===== src/rtl/bra_pkg.sv =====
package bra_pkg;

	localparam int MAP_BYTES_DEF = 128;
	localparam int BYTE_BITS     = 8;
	localparam int TYPE_W        = 2;
	localparam int IDX_W         = 32;
	localparam int RUN_W         = 11;
	localparam int ST_W          = 2;
	localparam int LEN_W         = 8;
	localparam int CFG_IDX_W     = 4;
	localparam int CFG_DATA_W    = 32;

	localparam logic [TYPE_W-1:0] REQ_ALLOC = 2'd0;
	localparam logic [TYPE_W-1:0] REQ_WRITE = 2'd1;
	localparam logic [TYPE_W-1:0] REQ_TEST  = 2'd2;

	localparam logic [ST_W-1:0] ST_OK        = 2'd0;
	localparam logic [ST_W-1:0] ST_NOT_FOUND = 2'd1;
	localparam logic [ST_W-1:0] ST_RANGE     = 2'd2;

	localparam logic [CFG_IDX_W-1:0] CFG_INDEX_BASE = 4'd0;
	localparam logic [CFG_IDX_W-1:0] CFG_MAP_LEN    = 4'd1;

	localparam logic [LEN_W-1:0] MAP_LEN_RST = 8'd128;

	typedef struct packed {
		logic             scan;
		logic             test;
		logic             upd;
		logic             val;
		logic [RUN_W-1:0] count;
	} cmd_t;

endpackage


===== src/rtl/bra_cell.sv =====
module bra_cell #(
	parameter int MAP_BYTES = bra_pkg::MAP_BYTES_DEF,
	parameter int IDX       = 0
) (
	input  logic                             clk,
	input  logic                             arst_n,
	input  bra_pkg::cmd_t                    cmd,
	input  logic [$clog2(MAP_BYTES+1)-1:0]   used,
	input  logic [$clog2(MAP_BYTES*8)-1:0]   lo,
	input  logic [$clog2(MAP_BYTES*8)-1:0]   hi,
	input  logic                             tin_vld,
	input  logic                             tin_hit,
	input  logic [bra_pkg::RUN_W-1:0]        tin_run,
	input  logic [$clog2(MAP_BYTES*8)-1:0]   tin_pos,
	output logic                             tout_vld,
	output logic                             tout_hit,
	output logic [bra_pkg::RUN_W-1:0]        tout_run,
	output logic [$clog2(MAP_BYTES*8)-1:0]   tout_pos
);
	import bra_pkg::*;

	localparam int POS_W = $clog2(MAP_BYTES*8);

	logic [BYTE_BITS-1:0] map_q;
	logic                 vld_q;
	logic                 hit_q;
	logic [RUN_W-1:0]     run_q;
	logic [POS_W-1:0]     pos_q;
	logic                 active;
	logic                 hit;
	logic [RUN_W-1:0]     run;
	logic [POS_W-1:0]     pos;

	assign active = (IDX < int'(used));

	always_comb begin
		run = tin_run;
		hit = tin_hit;
		pos = tin_pos;
		if (cmd.scan && active && !tin_hit) begin
			for (int j = 0; j < BYTE_BITS; j++) begin
				if (!hit) begin
					run = map_q[j] ? '0 : run + RUN_W'(1);
					if (run == cmd.count) begin
						hit = 1'b1;
						pos = POS_W'(IDX * BYTE_BITS + j);
					end
				end
			end
		end
		if (cmd.test && ((lo >> 3) == POS_W'(IDX))) begin
			hit = map_q[lo[2:0]];
		end
	end

	always_ff @(posedge clk or negedge arst_n) begin
		if (!arst_n) begin
			map_q <= '0;
		end else if (cmd.upd) begin
			for (int j = 0; j < BYTE_BITS; j++) begin
				if ((POS_W'(IDX * BYTE_BITS + j) >= lo) && (POS_W'(IDX * BYTE_BITS + j) <= hi)) begin
					map_q[j] <= cmd.val;
				end
			end
		end
	end

	always_ff @(posedge clk or negedge arst_n) begin
		if (!arst_n) begin
			vld_q <= 1'b0;
		end else begin
			vld_q <= tin_vld;
		end
	end

	always_ff @(posedge clk) begin
		hit_q <= hit;
		run_q <= run;
		pos_q <= pos;
	end

	assign tout_vld = vld_q;
	assign tout_hit = hit_q;
	assign tout_run = run_q;
	assign tout_pos = pos_q;

endmodule


===== config.mk =====
export PLATFORM = sky130hd
export DESIGN_NAME = bra_cell
export DESIGN_NICKNAME = d
export VERILOG_FILES = /design/src/rtl/bra_pkg.sv /design/src/rtl/bra_cell.sv
export SDC_FILE = /design/constraint.sdc
export NUM_CORES = 1
export LEC_CHECK = 0
export ABC_AREA = 1
export BUFFER_PORTS_ARGS = -buffer_cell sky130_fd_sc_hd__buf_2
export CORE_ASPECT_RATIO = 0.75
export CORE_MARGIN = 3
export CORE_UTILIZATION = 45
export CTS_BUF_LIST = sky130_fd_sc_hd__clkbuf_4
export DETAILED_ROUTE_END_ITERATION = 6
export SYNTH_ARGS = -nofsm -noshare
export SYNTH_HDL_FRONTEND = slang
export SYNTH_SLANG_ARGS = --single-unit

===== constraint.sdc =====
create_clock -name clk -period 10.9 [get_ports clk]
set_input_delay 2.725 -clock clk [delete_from_list [all_inputs] [get_ports clk]]
set_output_delay 2.725 -clock clk [all_outputs]
set_load 0.02 [all_outputs]

---- Word level (Yosys, flattened, before mapping) ----
Index checks and enable logic that the tools add are counted.
word-level totals
  memories kept ........................... 0
  bits in latches ......................... 0
  output and inout bits ................... 23
  bits in read-only memories .............. 0
  RAM bits ................................ 0
  bits in registers ....................... 31
  bits of input ports ..................... 68
  logic and storage cells ................. 138
cells by class
  equality and inequality tests ........... 8
  reductions and logical operators ........ 21
  shift operators ......................... 0
  div/mod/pow operators ................... 0
  muxes and demuxes ....................... 71
  multipliers ............................. 0
  $add $sub $neg .......................... 8
  bitwise logic cells ..................... 0
  magnitude comparators ................... 18
operator list
  kind                     count
  $mux W11                 24
  $mux W10                 20
  $add A11 B1 Y11 const B  8
  $eq A11 B11 Y1           8
  $ge A3 B10 Y1 const A    4
  $le A3 B10 Y1 const A    4
  $mux W1                  26
  $ge A1 B10 Y1 const A    2
  $ge A2 B10 Y1 const A    2
  $le A1 B10 Y1 const A    2
  $le A2 B10 Y1 const A    2
  $reduce_and A2 Y1        8
  $logic_and A1 B1 Y1      11
  $logic_not A10 Y1        1
  $lt A1 B8 Y1 const A     1
  $lt A3 B4 Y1 const B     1
  $bmux W1 S3              1
  $logic_not A1 Y1         1

---- Depth between registers and ports, before layout ----
  depth after elaboration ................. 35
  depth in mapped cells ................... 69
  gate-level depth less buffers ........... 68

---- Worst setup path after synthesis ----
OpenSTA, ideal clock, no wires.
  kind .................................... input to register
  start ................................... input tin_run[0] (netlist name)
  end ..................................... register hit_q, in the netlist tout_hit
  stages on the path ...................... 62
  slack ................................... 1,853 ps
  path buffers ............................ 1
  data required time ...................... 10,834 ps
  arrival ................................. 8,981 ps
  library setup time ...................... 66 ps
  cells stage by stage .................... ha_1 > nand2_2 > inv_1 > nand2_1 > nand3_1 > nand2_1 > nand2_1 > nor2_1 > nand2_1 > nor2_1 > nand2_1 > o21bai_4 > nand2_1 > nand2_1 > ha_1 > nand3_1 > nor2_1 > nand2_2 > [26 not listed] > nand2_4 > nand2_1 > nand2_1 > ha_1 > nand3_2 > inv_2 > nand2_1 > nor2_1 > nand2_1 > nand2_1 > nand3_1 > nand2_1 > nand2_1 > nor2_2 > nand2_2 > nand2_4 > nand2_1 > a21oi_2
on the way
  longest elaborated chain between the ends .. 35
  elaborated cells on any way between the ends .. 63
  classes of those cells .................. 8 x add/sub; 8 x eq/ne; 47 x mux
RTL lines
  element                                     line                            source
  from (decl)                                 bra_cell.sv:13                  input logic [bra_pkg::RUN_W-1:0] tin_run,
  $add A11 B1 Y11                             bra_cell.sv:43                  run = map_q[j] ? '0 : run + RUN_W'(1);
  $mux W11                                    bra_cell.sv:43
  $mux W11 or $eq A11 B11 Y1 (tied branches)  bra_cell.sv:42, bra_cell.sv:44
  $mux W11 or $mux W1 (tied branches)         bra_cell.sv:40, bra_cell.sv:44
  $add A11 B1 Y11 or $mux W1 (tied branches)  bra_cell.sv:43, bra_cell.sv:42
  $mux W11 or $mux W1 (tied branches)         bra_cell.sv:43, bra_cell.sv:40
  $mux W11 or $eq A11 B11 Y1 (tied branches)  bra_cell.sv:42, bra_cell.sv:44
  $mux W11 or $mux W1 (tied branches)         bra_cell.sv:40, bra_cell.sv:44
  [20 not listed]                             --
  $add A11 B1 Y11                             bra_cell.sv:43
  $mux W11                                    bra_cell.sv:43
  $eq A11 B11 Y1                              bra_cell.sv:44                  if (run == cmd.count) begin
  $mux W1                                     bra_cell.sv:44
  $mux W1 (*)                                 bra_cell.sv:42                  if (!hit) begin
  $mux W1 (*)                                 bra_cell.sv:40                  if (cmd.scan && active && !tin_hit) begin
  $mux W1 (*)                                 bra_cell.sv:51                  if (cmd.test && ((lo >> 3) == POS_W'(IDX))) begin
  net hit                                     bra_cell.sv:30                  logic hit;
  to (signal assigned)                        bra_cell.sv:77                  hit_q <= hit;
  to (decl)                                   bra_cell.sv:26                  logic hit_q;
The timed path passes the listed nets; every way through them passes the cells marked *. The select of a mux whose other input is x is not followed.
A chain may end at the register's enable or synchronous reset.

---- Final worst setup path ----
  start ................................... input tin_run[0] (netlist name)
  end ..................................... register pos_q[5], in the netlist tout_pos[5]
on the way
  longest elaborated chain between the ends .. 34
  elaborated cells on any way between the ends .. 79
  classes of those cells .................. 8 x add/sub; 8 x eq/ne; 63 x mux
RTL lines
  element                                     line                            source
  $add A11 B1 Y11                             bra_cell.sv:43
  $mux W11                                    bra_cell.sv:43
  $mux W11 or $eq A11 B11 Y1 (tied branches)  bra_cell.sv:42, bra_cell.sv:44
  $mux W11 or $mux W1 (tied branches)         bra_cell.sv:40, bra_cell.sv:44
  $add A11 B1 Y11 or $mux W1 (tied branches)  bra_cell.sv:43, bra_cell.sv:42
  $mux W11 or $mux W1 (tied branches)         bra_cell.sv:43, bra_cell.sv:40
  $mux W11 or $eq A11 B11 Y1 (tied branches)  bra_cell.sv:42, bra_cell.sv:44
  $mux W11 or $mux W1 (tied branches)         bra_cell.sv:40, bra_cell.sv:44
  [19 not listed]                             --
  $mux W11                                    bra_cell.sv:40
  $add A11 B1 Y11                             bra_cell.sv:43
  $mux W11                                    bra_cell.sv:43
  $eq A11 B11 Y1                              bra_cell.sv:44
  $mux W10                                    bra_cell.sv:44
  $mux W10 (*)                                bra_cell.sv:42
  $mux W10 (*)                                bra_cell.sv:40
  net pos[5]                                  bra_cell.sv:32                  logic [POS_W-1:0] pos;
  to (signal assigned)                        bra_cell.sv:79                  pos_q <= pos;
  to (decl)                                   bra_cell.sv:28                  logic [POS_W-1:0] pos_q;
Marks and branches as above.

==> metrics.txt <==
top_reg_cell synth dfxtp_1; DR iter-0 viols 1,173; run status completed; Area Overhead vs Synth 10.0%; Startpoint Class input pin; DR DRC count 0; P per Cell Area 67.8 nW/um^2; Slew HR 0.447; post-route non-filler standard cell count 1,764; RSZ-0062 raised after global routing no; TNS Setup 0 ps; Worst path slowest cell ha_1; # H-tree levels 2; placed insts 1,755; Initial Util 0.469; EDFF count, synth 0; Top delay family on crit path simple AND/OR/NAND/NOR gates; largest net degree at the start of global routing 27; first-pass GRT wire length 46,100 microns; share of the synthesized area in the top cell type 0.266; worst path buffer plus inverter count 3; CTS Hold Bufs 0; Synth area leader nand2_1; switch share 0.520; Pint 0.000275 W; Nets 1,628; clock tree from TritonCTS yes; Die W 157 microns; syn nets 1,544; gr ovfl total 0; Synth cell types 46; register bit total from synthesis 31; clock slew at reported path FFs 110 ps; Pwr Total 0.000572 W; Longest Clk Path Bufs 2; NetSw 0.000297 W; WP data required 11,100 ps; ys async rst share 0.290; Synth Instances 1,468; highest clock rate 0.0991 GHz; initial antenna violation count 1; Flop pwr share 0.223; Num CTS Buffers 5; CP Class input pin to flop; share of layout cells above drive strength 1 0.195; Period minus WS final 10,090 ps; Max Cap Viol 0; router iterations before antenna repair 6; final worst-path cycle share 0.925; synthesized area 7670 sq um; crit-path max FO 13; I/O Pins 91; most used cell, CP nand2_1; Setup violations, final 0; die extent in y 119 microns; Hold Violations, Final 0; clock sink count 31; CP endpoint kind flop; clock share of power 0.163; worst hold path type flop to flop; mean post-synth cell area 5.23 sq um; Yosys Warn Count 0; cell with the most instances after synthesis nand2_1; Critical Path AT 10,290 ps; Comb pwr share 0.614; top cells by count, synth nand2_1, nand3_1, nor2_1, inv_1, nand4_1; routed vias 9,841; Leak 4.38 nW; vias in the first global route 8,548; worst-skew pair later-pin latency 370 ps; GP Congestion 1.03; synth top area cells nand2_1, nand3_1, nor2_1, inv_1, dfxtp_1; core box area 16,400 sq um; Cell Rows 40; Worst path max stage delay 250 ps; Post-DP HPWL 23,900 microns; Max Slew Vio Count 0; number of port buffers 90; skew final 24.8 ps; IR drop worst, VDD 0.0679 mV; vias per inst 5.58; drt wl/cell 16.9 microns; Slew @ Worst Pin 829 ps; post-route ant nets 0; routed wire length 29,700 microns; CTS root buf clkbuf_4; die area 18,700 sq um; Tot GR Track Use 0.311; sequential fraction of the synthesis area 0.0868
[what timing repair did]
item                       CTS  global route
gates resized for setup      0            19
buffers inserted             0             0
setup endpoints to repair    0            22
hold endpoints to repair     0             0
[kinds of logic (layout without fill, tap and decap cells)]
| group | count (synthesis) | after routing | share of synthesized area |
|---|---|---|---|
| DFF | 31 | 31 | 0.0868 |
| xor gates and xnor gates | 10 | 10 | 0.0114 |
| buffers and inverters | 194 | 279 | 0.120 |
| other | 0 | 1 | 0 |
| AOI/OAI and AO/OA | 122 | 122 | 0.0957 |
| adders and majority gates | 8 | 8 | 0.0130 |
| and+or+nand+nor | 1103 | 1103 | 0.674 |
[worst reg2reg max path: cells and delay by family, from the launching register on]
family          cells  cell delay [ps]
simple gates       50             5890
xor+xnor            1               80
buf+inv             3              610
fa+ha+maj           2              470
compound gates      3              490
flops               1              460
[layout by cell type, fill, tap and decap left out, drive strengths merged, types with 2 or more instances in the layout]
| cell | count |
|---|---|
| nand3 | 217 |
| nor2 | 177 |
| o21ai | 71 |
| xor2 | 10 |
| nand4 | 70 |
| o211ai | 8 |
| a21oi | 26 |
| nand3b | 10 |
| nor4 | 7 |
| buf | 126 |
| ha | 8 |
| clkinv | 10 |
| inv | 137 |
| a21boi | 7 |
| dfrtp | 9 |
| nand2 | 613 |
| nor3 | 7 |
| clkbuf | 5 |
| dfxtp | 22 |
| o22ai | 2 |
| o21bai | 3 |
[layout make-up]
type | instances | area, sq um
Clock buffer | 5 | 37.5
Multi-Input combinational cell | 1243 | 6150
Tap cell | 210 | 263
Timing Repair Buffer | 126 | 733
Sequential cell | 31 | 666
Antenna cell | 1 | 2.50
Clock inverter | 3 | 38.8
Inverter | 145 | 544
Fill cell | 1809 | 7930
[final timing paths]
path,from,endpoint,slack (ps),cells after the start
min reg2reg,map_q[7]$_DFFE_PN0P_,map_q[7]$_DFFE_PN0P_,620,2
max in group asynchronous,arst_n,map_q[4]$_DFFE_PN0P_,8510,1
min,map_q[7]$_DFFE_PN0P_,map_q[7]$_DFFE_PN0P_,620,2
max,tin_run[0],tout_pos[5]$_DFF_P_,810,63
min in group asynchronous,arst_n,map_q[0]$_DFFE_PN0P_,2190,1
max reg2reg,map_q[0]$_DFFE_PN0P_,tout_pos[5]$_DFF_P_,2740,59
[registers in the layout (all words and copies together) (netlist names)]
signal	flops
tout_run	11
tout_pos	10
map_q	8
tout_hit	1
tout_vld	1
[per-layer routing]
layer,routed length (microns),GRT usage,vias up
met2,11900,0.439,497
met3,3500,0.0934,51
met5,0,0,-
met4,781,0.0711,0
met1,13600,0.458,4326
li1,-,-,4967
[power groups by stage]
stage	clock, W	combinational [W]	sequential (W)
2_1_floorplan	0	0.000236	0.000137
3_5_place_dp	0	0.000339	0.000130
6_report	0.0000932	0.000352	0.000128
3_3_place_gp	0	0.000340	0.000130
5_1_grt	0.0000989	0.000389	0.000128
4_1_cts	0.0000936	0.000340	0.000127
[stage by stage]
stage	worst slack [ps]	hold slack [ps]	instance area, sq um	utilization
2_1_floorplan	1850	497	7670	-
3_3_place_gp	366	577	8300	0.507
3_5_place_dp	244	580	8300	0.507
4_1_cts	612	607	8370	0.512
5_1_grt	20.5	663	8440	0.516
6_report	813	616	8440	0.516
(Power assumes the default switching activity.)
