--- src/rtl/bra_pkg.sv ---
package bra_pkg;

	localparam int MAP_BYTES_DEF = 128;
	localparam int BYTE_BITS     = 8;
	localparam int TYPE_W        = 2;
	localparam int IDX_W         = 32;
	localparam int RUN_W         = 11;
	localparam int ST_W          = 2;
	localparam int LEN_W         = 8;
	localparam int CFG_IDX_W     = 4;
	localparam int CFG_DATA_W    = 32;

	localparam logic [TYPE_W-1:0] REQ_ALLOC = 2'd0;
	localparam logic [TYPE_W-1:0] REQ_WRITE = 2'd1;
	localparam logic [TYPE_W-1:0] REQ_TEST  = 2'd2;

	localparam logic [ST_W-1:0] ST_OK        = 2'd0;
	localparam logic [ST_W-1:0] ST_NOT_FOUND = 2'd1;
	localparam logic [ST_W-1:0] ST_RANGE     = 2'd2;

	localparam logic [CFG_IDX_W-1:0] CFG_INDEX_BASE = 4'd0;
	localparam logic [CFG_IDX_W-1:0] CFG_MAP_LEN    = 4'd1;

	localparam logic [LEN_W-1:0] MAP_LEN_RST = 8'd128;

	typedef struct packed {
		logic             scan;
		logic             test;
		logic             upd;
		logic             val;
		logic [RUN_W-1:0] count;
	} cmd_t;

endpackage

--- src/rtl/bra_req_if.sv ---
interface bra_req_if;
	import bra_pkg::*;

	logic              valid;
	logic              ready;
	logic [TYPE_W-1:0] req_type;
	logic [IDX_W-1:0]  bit_index;
	logic              bit_value_in;
	logic [RUN_W-1:0]  run_length;

	modport source (output valid, req_type, bit_index, bit_value_in, run_length, input ready);
	modport sink (input valid, req_type, bit_index, bit_value_in, run_length, output ready);
endinterface

--- src/rtl/bra_rsp_if.sv ---
interface bra_rsp_if;
	import bra_pkg::*;

	logic             valid;
	logic             ready;
	logic [ST_W-1:0]  status;
	logic             bit_value_out;
	logic [IDX_W-1:0] run_start;

	modport source (output valid, status, bit_value_out, run_start, input ready);
	modport sink (input valid, status, bit_value_out, run_start, output ready);
endinterface

--- src/rtl/bra_cfg_if.sv ---
interface bra_cfg_if;
	import bra_pkg::*;

	logic                  valid;
	logic                  ready;
	logic [CFG_IDX_W-1:0]  index;
	logic [CFG_DATA_W-1:0] data;

	modport source (output valid, index, data, input ready);
	modport sink (input valid, index, data, output ready);
endinterface

--- src/rtl/bra_ctrl.sv ---
module bra_ctrl #(
	parameter int MAP_BYTES = bra_pkg::MAP_BYTES_DEF
) (
	input  logic                             clk,
	input  logic                             arst_n,
	bra_req_if.sink                          req,
	bra_rsp_if.source                        rsp,
	bra_cfg_if.sink                          cfg,
	output bra_pkg::cmd_t                    cmd,
	output logic [$clog2(MAP_BYTES+1)-1:0]   used,
	output logic [$clog2(MAP_BYTES*8)-1:0]   lo,
	output logic [$clog2(MAP_BYTES*8)-1:0]   hi,
	output logic                             launch,
	input  logic                             tail_vld,
	input  logic                             tail_hit,
	input  logic [$clog2(MAP_BYTES*8)-1:0]   tail_pos
);
	import bra_pkg::*;

	localparam int POS_W = $clog2(MAP_BYTES*8);
	localparam int UB_W  = $clog2(MAP_BYTES+1);

	localparam logic [1:0] S_IDLE = 2'd0;
	localparam logic [1:0] S_SCAN = 2'd1;
	localparam logic [1:0] S_UPD  = 2'd2;
	localparam logic [1:0] S_DONE = 2'd3;

	logic [1:0]       state_q;
	logic [IDX_W-1:0] base_q;
	logic [LEN_W-1:0] len_q;
	logic             launch_q;
	logic             scan_q;
	logic             test_q;
	logic             val_q;
	logic [RUN_W-1:0] count_q;
	logic [POS_W-1:0] lo_q;
	logic [POS_W-1:0] hi_q;
	logic [ST_W-1:0]  res_st_q;
	logic             res_bv_q;
	logic [IDX_W-1:0] res_rs_q;
	logic             ov_q;
	logic [ST_W-1:0]  ost_q;
	logic             obv_q;
	logic [IDX_W-1:0] ors_q;
	logic [IDX_W-1:0] rel;
	logic             in_rng;
	logic [POS_W-1:0] start;

	always_comb begin
		if (32'(len_q) > 32'(MAP_BYTES)) begin
			used = UB_W'(MAP_BYTES);
		end else begin
			used = UB_W'(len_q);
		end
	end

	assign rel    = req.bit_index - base_q;
	assign in_rng = (req.bit_index >= base_q) && (rel[IDX_W-1:3] < (IDX_W-3)'(used));
	assign start  = tail_pos + POS_W'(1) - POS_W'(count_q);

	assign req.ready = (state_q == S_IDLE);
	assign cfg.ready = 1'b1;

	assign cmd.scan  = scan_q;
	assign cmd.test  = test_q;
	assign cmd.upd   = (state_q == S_UPD);
	assign cmd.val   = val_q;
	assign cmd.count = count_q;
	assign lo        = lo_q;
	assign hi        = hi_q;
	assign launch    = launch_q;

	assign rsp.valid         = ov_q;
	assign rsp.status        = ost_q;
	assign rsp.bit_value_out = obv_q;
	assign rsp.run_start     = ors_q;

	always_ff @(posedge clk or negedge arst_n) begin
		if (!arst_n) begin
			base_q <= '0;
			len_q  <= MAP_LEN_RST;
		end else if (cfg.valid) begin
			if (cfg.index == CFG_INDEX_BASE) begin
				base_q <= cfg.data;
			end else if (cfg.index == CFG_MAP_LEN) begin
				len_q <= cfg.data[LEN_W-1:0];
			end
		end
	end

	always_ff @(posedge clk or negedge arst_n) begin
		if (!arst_n) begin
			state_q  <= S_IDLE;
			launch_q <= 1'b0;
			scan_q   <= 1'b0;
			test_q   <= 1'b0;
			ov_q     <= 1'b0;
		end else begin
			launch_q <= 1'b0;
			if (ov_q && rsp.ready) begin
				ov_q <= 1'b0;
			end
			unique case (state_q)
				S_IDLE: begin
					if (req.valid) begin
						scan_q <= 1'b0;
						test_q <= 1'b0;
						state_q <= S_DONE;
						case (req.req_type)
							REQ_ALLOC: begin
								if (req.run_length != '0) begin
									scan_q   <= 1'b1;
									launch_q <= 1'b1;
									state_q  <= S_SCAN;
								end
							end
							REQ_WRITE: begin
								if (in_rng) begin
									state_q <= S_UPD;
								end
							end
							REQ_TEST: begin
								if (in_rng) begin
									test_q   <= 1'b1;
									launch_q <= 1'b1;
									state_q  <= S_SCAN;
								end
							end
							default: begin
							end
						endcase
					end
				end
				S_SCAN: begin
					if (tail_vld) begin
						if (scan_q && tail_hit) begin
							state_q <= S_UPD;
						end else begin
							state_q <= S_DONE;
						end
					end
				end
				S_UPD: begin
					state_q <= S_DONE;
				end
				S_DONE: begin
					if (!ov_q || rsp.ready) begin
						ov_q    <= 1'b1;
						state_q <= S_IDLE;
					end
				end
				default: begin
					state_q <= S_IDLE;
				end
			endcase
		end
	end

	always_ff @(posedge clk) begin
		if (state_q == S_IDLE && req.valid) begin
			count_q  <= req.run_length;
			val_q    <= req.bit_value_in;
			lo_q     <= rel[POS_W-1:0];
			hi_q     <= rel[POS_W-1:0];
			res_bv_q <= 1'b0;
			res_rs_q <= '0;
			case (req.req_type) inside
				REQ_ALLOC: res_st_q <= ST_NOT_FOUND;
				REQ_WRITE, REQ_TEST: res_st_q <= in_rng ? ST_OK : ST_RANGE;
				default: res_st_q <= ST_RANGE;
			endcase
		end
		if (state_q == S_SCAN && tail_vld) begin
			if (scan_q) begin
				if (tail_hit) begin
					lo_q     <= start;
					hi_q     <= tail_pos;
					val_q    <= 1'b1;
					res_st_q <= ST_OK;
					res_rs_q <= base_q + IDX_W'(start);
				end
			end else begin
				res_bv_q <= tail_hit;
			end
		end
		if (state_q == S_DONE && (!ov_q || rsp.ready)) begin
			ost_q <= res_st_q;
			obv_q <= res_bv_q;
			ors_q <= res_rs_q;
		end
	end

endmodule

--- src/flat_wrapper.sv ---
// flat-port wrapper written by rule: the top's interface ports become plain ports
module bra_ctrl_flat import bra_pkg::*;
#(
	parameter int MAP_BYTES = bra_pkg::MAP_BYTES_DEF
)
  (clk, arst_n, cmd, used, lo, hi, launch, tail_vld, tail_hit, tail_pos, req_valid, req_req_type, req_bit_index, req_bit_value_in, req_run_length, req_ready, rsp_valid, rsp_status, rsp_bit_value_out, rsp_run_start, rsp_ready, cfg_valid, cfg_index, cfg_data, cfg_ready);
  bra_req_if req_i ();
  bra_rsp_if rsp_i ();
  bra_cfg_if cfg_i ();
  input  logic clk;
  input  logic arst_n;
  output bra_pkg::cmd_t cmd;
  output logic [$clog2(MAP_BYTES+1)-1:0] used;
  output logic [$clog2(MAP_BYTES*8)-1:0] lo;
  output logic [$clog2(MAP_BYTES*8)-1:0] hi;
  output logic launch;
  input  logic tail_vld;
  input  logic tail_hit;
  input  logic [$clog2(MAP_BYTES*8)-1:0] tail_pos;
  input wire logic [$bits(req_i.valid)-1:0] req_valid;
  input wire logic [$bits(req_i.req_type)-1:0] req_req_type;
  input wire logic [$bits(req_i.bit_index)-1:0] req_bit_index;
  input wire logic [$bits(req_i.bit_value_in)-1:0] req_bit_value_in;
  input wire logic [$bits(req_i.run_length)-1:0] req_run_length;
  output wire logic [$bits(req_i.ready)-1:0] req_ready;
  output wire logic [$bits(rsp_i.valid)-1:0] rsp_valid;
  output wire logic [$bits(rsp_i.status)-1:0] rsp_status;
  output wire logic [$bits(rsp_i.bit_value_out)-1:0] rsp_bit_value_out;
  output wire logic [$bits(rsp_i.run_start)-1:0] rsp_run_start;
  input wire logic [$bits(rsp_i.ready)-1:0] rsp_ready;
  input wire logic [$bits(cfg_i.valid)-1:0] cfg_valid;
  input wire logic [$bits(cfg_i.index)-1:0] cfg_index;
  input wire logic [$bits(cfg_i.data)-1:0] cfg_data;
  output wire logic [$bits(cfg_i.ready)-1:0] cfg_ready;
  assign req_i.valid = req_valid;
  assign req_i.req_type = req_req_type;
  assign req_i.bit_index = req_bit_index;
  assign req_i.bit_value_in = req_bit_value_in;
  assign req_i.run_length = req_run_length;
  assign req_ready = req_i.ready;
  assign rsp_valid = rsp_i.valid;
  assign rsp_status = rsp_i.status;
  assign rsp_bit_value_out = rsp_i.bit_value_out;
  assign rsp_run_start = rsp_i.run_start;
  assign rsp_i.ready = rsp_ready;
  assign cfg_i.valid = cfg_valid;
  assign cfg_i.index = cfg_index;
  assign cfg_i.data = cfg_data;
  assign cfg_ready = cfg_i.ready;
  bra_ctrl #(.MAP_BYTES(MAP_BYTES)) u_core (.clk(clk), .arst_n(arst_n), .req(req_i), .rsp(rsp_i), .cfg(cfg_i), .cmd(cmd), .used(used), .lo(lo), .hi(hi), .launch(launch), .tail_vld(tail_vld), .tail_hit(tail_hit), .tail_pos(tail_pos));
endmodule
--- config.mk ---
export PLATFORM = sky130hd
export DESIGN_NAME = bra_ctrl_flat
export DESIGN_NICKNAME = d
export VERILOG_FILES = /design/src/rtl/bra_pkg.sv /design/src/rtl/bra_req_if.sv /design/src/rtl/bra_rsp_if.sv /design/src/rtl/bra_cfg_if.sv /design/src/rtl/bra_ctrl.sv /design/src/flat_wrapper.sv
export SDC_FILE = /design/constraint.sdc
export NUM_CORES = 1
export LEC_CHECK = 0
export ABC_AREA = 1
export BUFFER_PORTS_ARGS = -buffer_cell sky130_fd_sc_hd__buf_2
export CORE_MARGIN = 4
export CORE_UTILIZATION = 50
export CTS_CLUSTER_DIAMETER = 150
export DETAILED_ROUTE_END_ITERATION = 16
export PLACE_DENSITY = 0.73
export SLEW_MARGIN = 30
export SYNTH_ARGS = -nofsm -noshare
export SYNTH_HDL_FRONTEND = slang
export SYNTH_SLANG_ARGS = --single-unit
--- constraint.sdc ---
create_clock -name clk -period 5.7 [get_ports clk]
set_clock_uncertainty 0.15 [all_clocks]
set_input_delay 0.57 -clock clk [delete_from_list [all_inputs] [get_ports clk]]
set_output_delay 0.57 -clock clk [all_outputs]
set_load 0.005 [all_outputs]
* After elaboration in Yosys (flattened, before gate mapping)
Cells that the tools add are included.
Word-level totals: register bits 148, output and inout bits 82, word-level logic and storage cells 97, input bits 99
Operators by class: $lt $le $gt $ge 3, eq/ne operators 9, multiplexer cells 46, reductions and logical operators 17, bitwise logic cells 1, add/subtract/negate cells 4
Operators by type and width (number):
- two-way mux 32 bit | 4
- two-way mux 10 bit | 8
- adder 32 x 10 -> 32 bit | 1
- >= comparator 32 bit | 1
- subtractor 32 bit | 1
- less-than comparator 29 x 8 -> 1 bit | 1
- two-way mux 2 bit | 12
- two-way mux 1 bit | 18
- nonzero test 11 bit | 1
- adder 10 x 1 -> 10 bit (second input constant) | 1
- subtractor 10 bit | 1
- > comparator 8 bit (second input constant) | 1
- two-way mux 8 bit | 1
- case mux 2 bit (4 select lines) | 1
- equality test 2 bit (second input constant) | 3
- logical AND 1 bit | 6
- case mux 2 bit (3 select lines) | 1
- AND reduction 3 bit | 2
- equality test 2 x 1 -> 1 bit (second input constant) | 2
- equality test 4 x 1 -> 1 bit (second input constant) | 1
- logical NOT 2 bit | 2
- logical NOT 4 bit | 1
- inequality test 2 bit (second input constant) | 2
- AND reduction 2 bit | 2
- 6 further kinds | 6

* Longest topological paths before layout
word-level depth 11, gate-level depth with buffers 27, depth with buffers taken out 27

* Worst setup path after synthesis
OpenSTA, ideal clock, no wires.
kind input-to-reg, start point in tail_pos[1], end point reg u_core.res_rs_q[29], setup time 0.113 ns, cell stages on the path 23, data required time 5.437 ns, buffers on the path 0, arrival time 3.765 ns, path slack 1.672 ns, cell sequence inv_1 ha_1 inv_1 ha_1 fa_1 nand3_1 nand2_1 a21oi_1 o21ai_0 a21o_1 a21oi_1 xor2_1 ha_1 nand2_1 nor2_1 nand4_1 o21ai_2 nand2_1 nor3_1 nand4_1 xor2_1 nand2_1 nand2_1
Between the ends: longest elaborated chain between the ends 6
RTL lines:
- start, declared | RTL line flat_wrapper.sv:19 | input logic [$clog2(MAP_BYTES*8)-1:0] tail_pos;
- adder 10 x 1 -> 10 bit | RTL line bra_ctrl.sv:59 | assign start = tail_pos + POS_W'(1) - POS_W'(count_q);
- subtractor 10 bit | RTL line bra_ctrl.sv:59
- adder 32 x 10 -> 32 bit | RTL line bra_ctrl.sv:180 | res_rs_q <= base_q + IDX_W'(start);
- two-way mux 32 bit | RTL line bra_ctrl.sv:175 | if (tail_hit) begin
- two-way mux 32 bit | RTL line bra_ctrl.sv:174 | if (scan_q) begin
- two-way mux 32 bit | RTL line bra_ctrl.sv:173 | if (state_q == S_SCAN && tail_vld) begin
- end signal, assigned | RTL line bra_ctrl.sv:180
- end, declared | RTL line bra_ctrl.sv:40 | logic [IDX_W-1:0] res_rs_q;
No other way between the ends. A chain may end at the register's enable or synchronous reset.

* Final worst setup path
start point reg u_core.count_q[1], end point reg u_core.res_rs_q[27]
Between the ends: longest elaborated chain between the ends 5
RTL lines:
- start, declared | RTL line bra_ctrl.sv:35 | logic [RUN_W-1:0] count_q;
- start signal, assigned | RTL line bra_ctrl.sv:161 | count_q <= req.run_length;
- subtractor 10 bit | RTL line bra_ctrl.sv:59
- adder 32 x 10 -> 32 bit | RTL line bra_ctrl.sv:180
- two-way mux 32 bit | RTL line bra_ctrl.sv:175
- two-way mux 32 bit | RTL line bra_ctrl.sv:174
- two-way mux 32 bit | RTL line bra_ctrl.sv:173
No other way between the ends.

==> load_flow_metrics.sql <==
INSERT INTO impl_metrics (metric_group, metric, value, unit) VALUES
('grt', 'grt_util_met3', '3.26', '%'),
('routing', 'post_detailed_route_drc_marker_count', '0', ''),
('yosys', 'post_synth_inst_count', '1344', ''),
('clock_network', 'post_cts_resized', '0', ''),
('sta', 'timing.hold.ws', '100', 'ps'),
('grt', 'grt_use_met1', '33.5', '%'),
('yosys', 'synth_compound_gate_area_share', '9.83', '%'),
('placed_design', 'numPortBuffers', '179', ''),
('critical_path', 'critical-path-top-cell-by-count', 'sky130_fd_sc_hd__nand2_1', ''),
('routing', 'routed_wl', '26.5', 'mm'),
('yosys', 'arithmetic_cell_share_of_the_synthesized_area_counting_full_adders_half_adders_and_majority_gates', '10.3', '%'),
('sta', 'worst_pin_slew', '680', 'ps'),
('sta', 'achievable-frequency', '234', 'MHz'),
('grt', 'globalRouteMet2Util', '40.7', '%'),
('die', 'core', '18800', 'µm²'),
('yosys', 'synthesis.nets', '1520', ''),
('yosys', 'syn_area_per_cell', '7.14', 'µm²'),
('yosys', 'async_flop_share', '31.1', '%'),
('critical_path', 'timing.setup.critical_path_class', 'reg -> reg', ''),
('grt', 'vias_in_the_first_global_route', '8560', ''),
('placed_design', 'place.gp.congestion', '0.942', ''),
('clock_network', 'cts_hold_buffers', '0', ''),
('critical_path', 'critical-path-max-stage-delay', '410', 'ps'),
('yosys', 'main_combinational_cell_family_by_area_after_synthesis', 'simple AND/OR/NAND/NOR gates', ''),
('yosys', 'synth-edff-count', '46', ''),
('die', 'initial_core_util', '51.2', '%'),
('critical_path', 'crit_chain', 'ha_1 -> inv_1 -> ha_1 -> fa_1 -> nand3_1 -> nand2_1 -> a21oi_1 -> o21ai_0 -> a21o_1 -> a21oi_1 -> xor2_1 -> ha_1 -> nand2_1 -> nor2_1 -> nand4_1 -> o21ai_2 -> nand2_1 -> nor2_1 -> nand2_1 -> o21ai_1 -> a21oi_1 -> a31o_1', ''),
('worst_hold_path', 'type_of_the_worst_min_delay_path', 'in -> async', ''),
('sta', 'finalMaxSlewViolations', '0', ''),
('clock_network', 'numCtsBuffers', '17', ''),
('grt', 'grt_max_degree', '65', ''),
('clock_network', 'post-cts-setup-buffer-count', '0', ''),
('critical_path', 'critPathSlowestCell', 'sky130_fd_sc_hd__fa_1', ''),
('critical_path', 'critical_path.reg2reg.startpoint', 'u_core.count_q[1]$_DFFE_PP_', ''),
('routing', 'routed_wire_length_per_instance', '15.0', 'µm'),
('sta', 'rsz0062_at_grt', 'false', ''),
('die', 'die_width', '147', 'µm'),
('clock_network', 'number_of_buffers_on_the_longest_clock_path', '2', ''),
('routing', 'dr_total_vias', '9077', ''),
('sta', 'report.final.hold_viol_count', '0', ''),
('sta', 'setup_viol_count_final', '0', ''),
('routing', 'final_antenna_net_count', '0', ''),
('clock_network', 'clock_insertion_delay_worst_skew', '430', 'ps'),
('status', 'run_status', 'completed', ''),
('grt', 'global_route_usage_over_all_layers', '24.5', '%'),
('routing', 'drt-initial-drc-count', '666', ''),
('grt', 'grt_pass1_wl', '42.3', 'mm'),
('placed_design', 'place.detailed.instances', '1733', ''),
('finish', 'final_net_count', '1694', ''),
('die', 'num_io_pins', '181', ''),
('critical_path', 'timing.critical_path.fanout_max', '4', ''),
('sta', 'post-route-period-util', '74.8', '%'),
('finish', 'final_cell_count_no_fill', '1767', ''),
('yosys', 'synth_simple_gate_area_share', '28.1', '%'),
('yosys', 'synthFlopType', 'sky130_fd_sc_hd__dfxtp_1', ''),
('grt', 'globalRouteOverflowTotal', '0', ''),
('power', 'total_power', '4.92', 'mW'),
('power', 'cellPowerDensity', '435', 'nW/µm²'),
('yosys', 'synth_mux_area_share', '0', '%'),
('yosys', 'ys_types', '46', ''),
('finish', 'flow.area_growth_from_synthesis', '17.7', '%'),
('placed_design', 'dp_hpwl', '21.3', 'mm'),
('grt', 'grt_antenna_before_repair', '2', ''),
('yosys', 'yosys_warns', '0', ''),
('finish', 'layout-drive-gt1-share', '16.6', '%'),
('die', 'dieArea', '21500', 'µm²'),
('clock_network', 'clock-root-buffer', 'sky130_fd_sc_hd__clkbuf_16', ''),
('run', 'max_cap_viol_count', '0', ''),
('sta', 'min_period', '4270', 'ps'),
('routing', 'vias_per_cell', '5.14', ''),
('clock_network', 'cts_htree_levels', '4', '');
power by group:
part	internal (mW)	switching (mW)	leakage [nW]	total (mW)
sequential	1.52	0.201	1.43	1.72
clock	0.613	0.443	0.260	1.06
combinational	0.814	1.33	4.44	2.14
total	2.94	1.97	6.13	4.92
worst paths after layout:
| check | endpoint | slack [ps] | cells after the start |
|---|---|---|---|
| hold reg to reg | u_core.rsp.status[1]$_DFFE_PP_ | 280 | 0 |
| hold / removal | u_core.scan_q$_DFFE_PN0P_ | 100 | 2 |
| min in group clk | u_core.count_q[4]$_DFFE_PP_ | 180 | 1 |
| setup reg to reg | u_core.res_rs_q[27]$_DFF_P_ | 1430 | 22 |
| max in group asynchronous | u_core.base_q[9]$_DFFE_PN0P_ | 4860 | 2 |
| setup / recovery | u_core.res_rs_q[27]$_DFF_P_ | 1430 | 22 |
Yosys cell counts (19+ instances only):
master / count / share of area, %
sky130_fd_sc_hd__a21oi_1: 98 / 5.1
sky130_fd_sc_hd__clkbuf_1: 19 / 0.74
sky130_fd_sc_hd__dfrtp_1: 45 / 12
sky130_fd_sc_hd__dfxtp_1: 56 / 12
sky130_fd_sc_hd__edfxtp_1: 46 / 14
sky130_fd_sc_hd__ha_1: 74 / 9.6
sky130_fd_sc_hd__inv_1: 227 / 8.9
sky130_fd_sc_hd__nand2_1: 379 / 15
sky130_fd_sc_hd__nand3_1: 82 / 4.3
sky130_fd_sc_hd__nor2_1: 109 / 4.3
sky130_fd_sc_hd__o21ai_0: 51 / 2.7
sky130_fd_sc_hd__xor2_1: 28 / 2.6
layout by cell type (no fill, tap or decap), types with 3 or more instances in the layout:
master	Yosys	layout
sky130_fd_sc_hd__fa_1	3	3
sky130_fd_sc_hd__and2_1	4	4
sky130_fd_sc_hd__a21oi_1	98	97
sky130_fd_sc_hd__nand2_2	8	9
sky130_fd_sc_hd__dfrtp_1	45	45
sky130_fd_sc_hd__buf_2	0	179
sky130_fd_sc_hd__clkinv_4	0	3
sky130_fd_sc_hd__o21bai_1	3	3
sky130_fd_sc_hd__o21ai_0	51	51
sky130_fd_sc_hd__a22oi_1	3	3
sky130_fd_sc_hd__nand2_1	379	378
sky130_fd_sc_hd__clkbuf_1	19	3
sky130_fd_sc_hd__edfxtp_1	46	46
sky130_fd_sc_hd__clkbuf_16	0	17
sky130_fd_sc_hd__buf_4	4	6
sky130_fd_sc_hd__inv_1	227	227
sky130_fd_sc_hd__nand3_1	82	82
sky130_fd_sc_hd__a31oi_1	4	4
sky130_fd_sc_hd__xnor2_1	5	5
sky130_fd_sc_hd__o21a_1	3	3
sky130_fd_sc_hd__dfxtp_1	56	56
sky130_fd_sc_hd__nor4_1	5	5
sky130_fd_sc_hd__inv_2	8	8
sky130_fd_sc_hd__o22ai_1	4	4
sky130_fd_sc_hd__xor2_1	28	28
sky130_fd_sc_hd__nand4_1	13	13
sky130_fd_sc_hd__nand3b_1	6	6
sky130_fd_sc_hd__nor2_2	12	13
sky130_fd_sc_hd__o21ai_1	3	3
sky130_fd_sc_hd__nor3_1	14	14
sky130_fd_sc_hd__nor2_1	109	108
sky130_fd_sc_hd__clkinvlp_4	0	4
sky130_fd_sc_hd__ha_1	74	74
critical path: cells and delay by family (launching register included):
| family | cells | cell delay, ps |
|---|---|---|
| adders and majority gates | 4 | 1270 |
| AOI/OAI and AO/OA | 8 | 1200 |
| and+or+nand+nor | 8 | 1000 |
| DFF | 1 | 400 |
| xor gates and xnor gates | 1 | 110 |
| buffers and inverters | 1 | 40 |
flip-flops by register name, summed over array words and instances (netlist names), 2 cells and up:
| signal | count |
|---|---|
| u_core.res_st_q | 2 |
| u_core.lo | 10 |
| u_core.len_q | 8 |
| u_core.res_rs_q | 32 |
| u_core.base_q | 32 |
| u_core.state_q | 2 |
| u_core.rsp.status | 2 |
| u_core.hi | 10 |
| u_core.count_q | 11 |
| u_core.rsp.run_start | 32 |
cell families after synthesis:
kind of cell               count (synthesis)
AOI/OAI and AO/OA                        177
and+or+nand+nor                          640
buffers and inverters                    268
DFF                                      148
xor gates and xnor gates                  33
other                                      1
adders and majority gates                 77
metal layers:
layer / up-vias / part of all wire (%)
li1: 4628 / -
met1: 4132 / 46
met2: 282 / 47
met3: 35 / 5.3
met4: 0 / 2.0
met5: - / 0
stage by stage:
stage               util (%)  setup slack, ps  cell area [µm²]
global route            60.2              997            11300
detailed placement      57.2             1160            10700
global placement        57.1             1260            10700
finish                  60.2             1430            11300
floorplan                  -             1670             9600
CTS                     60.2             1430            11300
layout make-up:
| class | instances | area [µm²] |
|---|---|---|
| Timing Repair Buffer | 186 | 968 |
| Clock buffer | 21 | 450 |
| Inverter | 237 | 890 |
| Multi-Input combinational cell | 928 | 4930 |
| Antenna cell | 2 | 5.00 |
| Tap cell | 234 | 293 |
| Sequential cell | 148 | 3650 |
| Clock inverter | 11 | 105 |
| Fill cell | 1799 | 7470 |
Note: power is estimated with default switching activity, not from simulation.
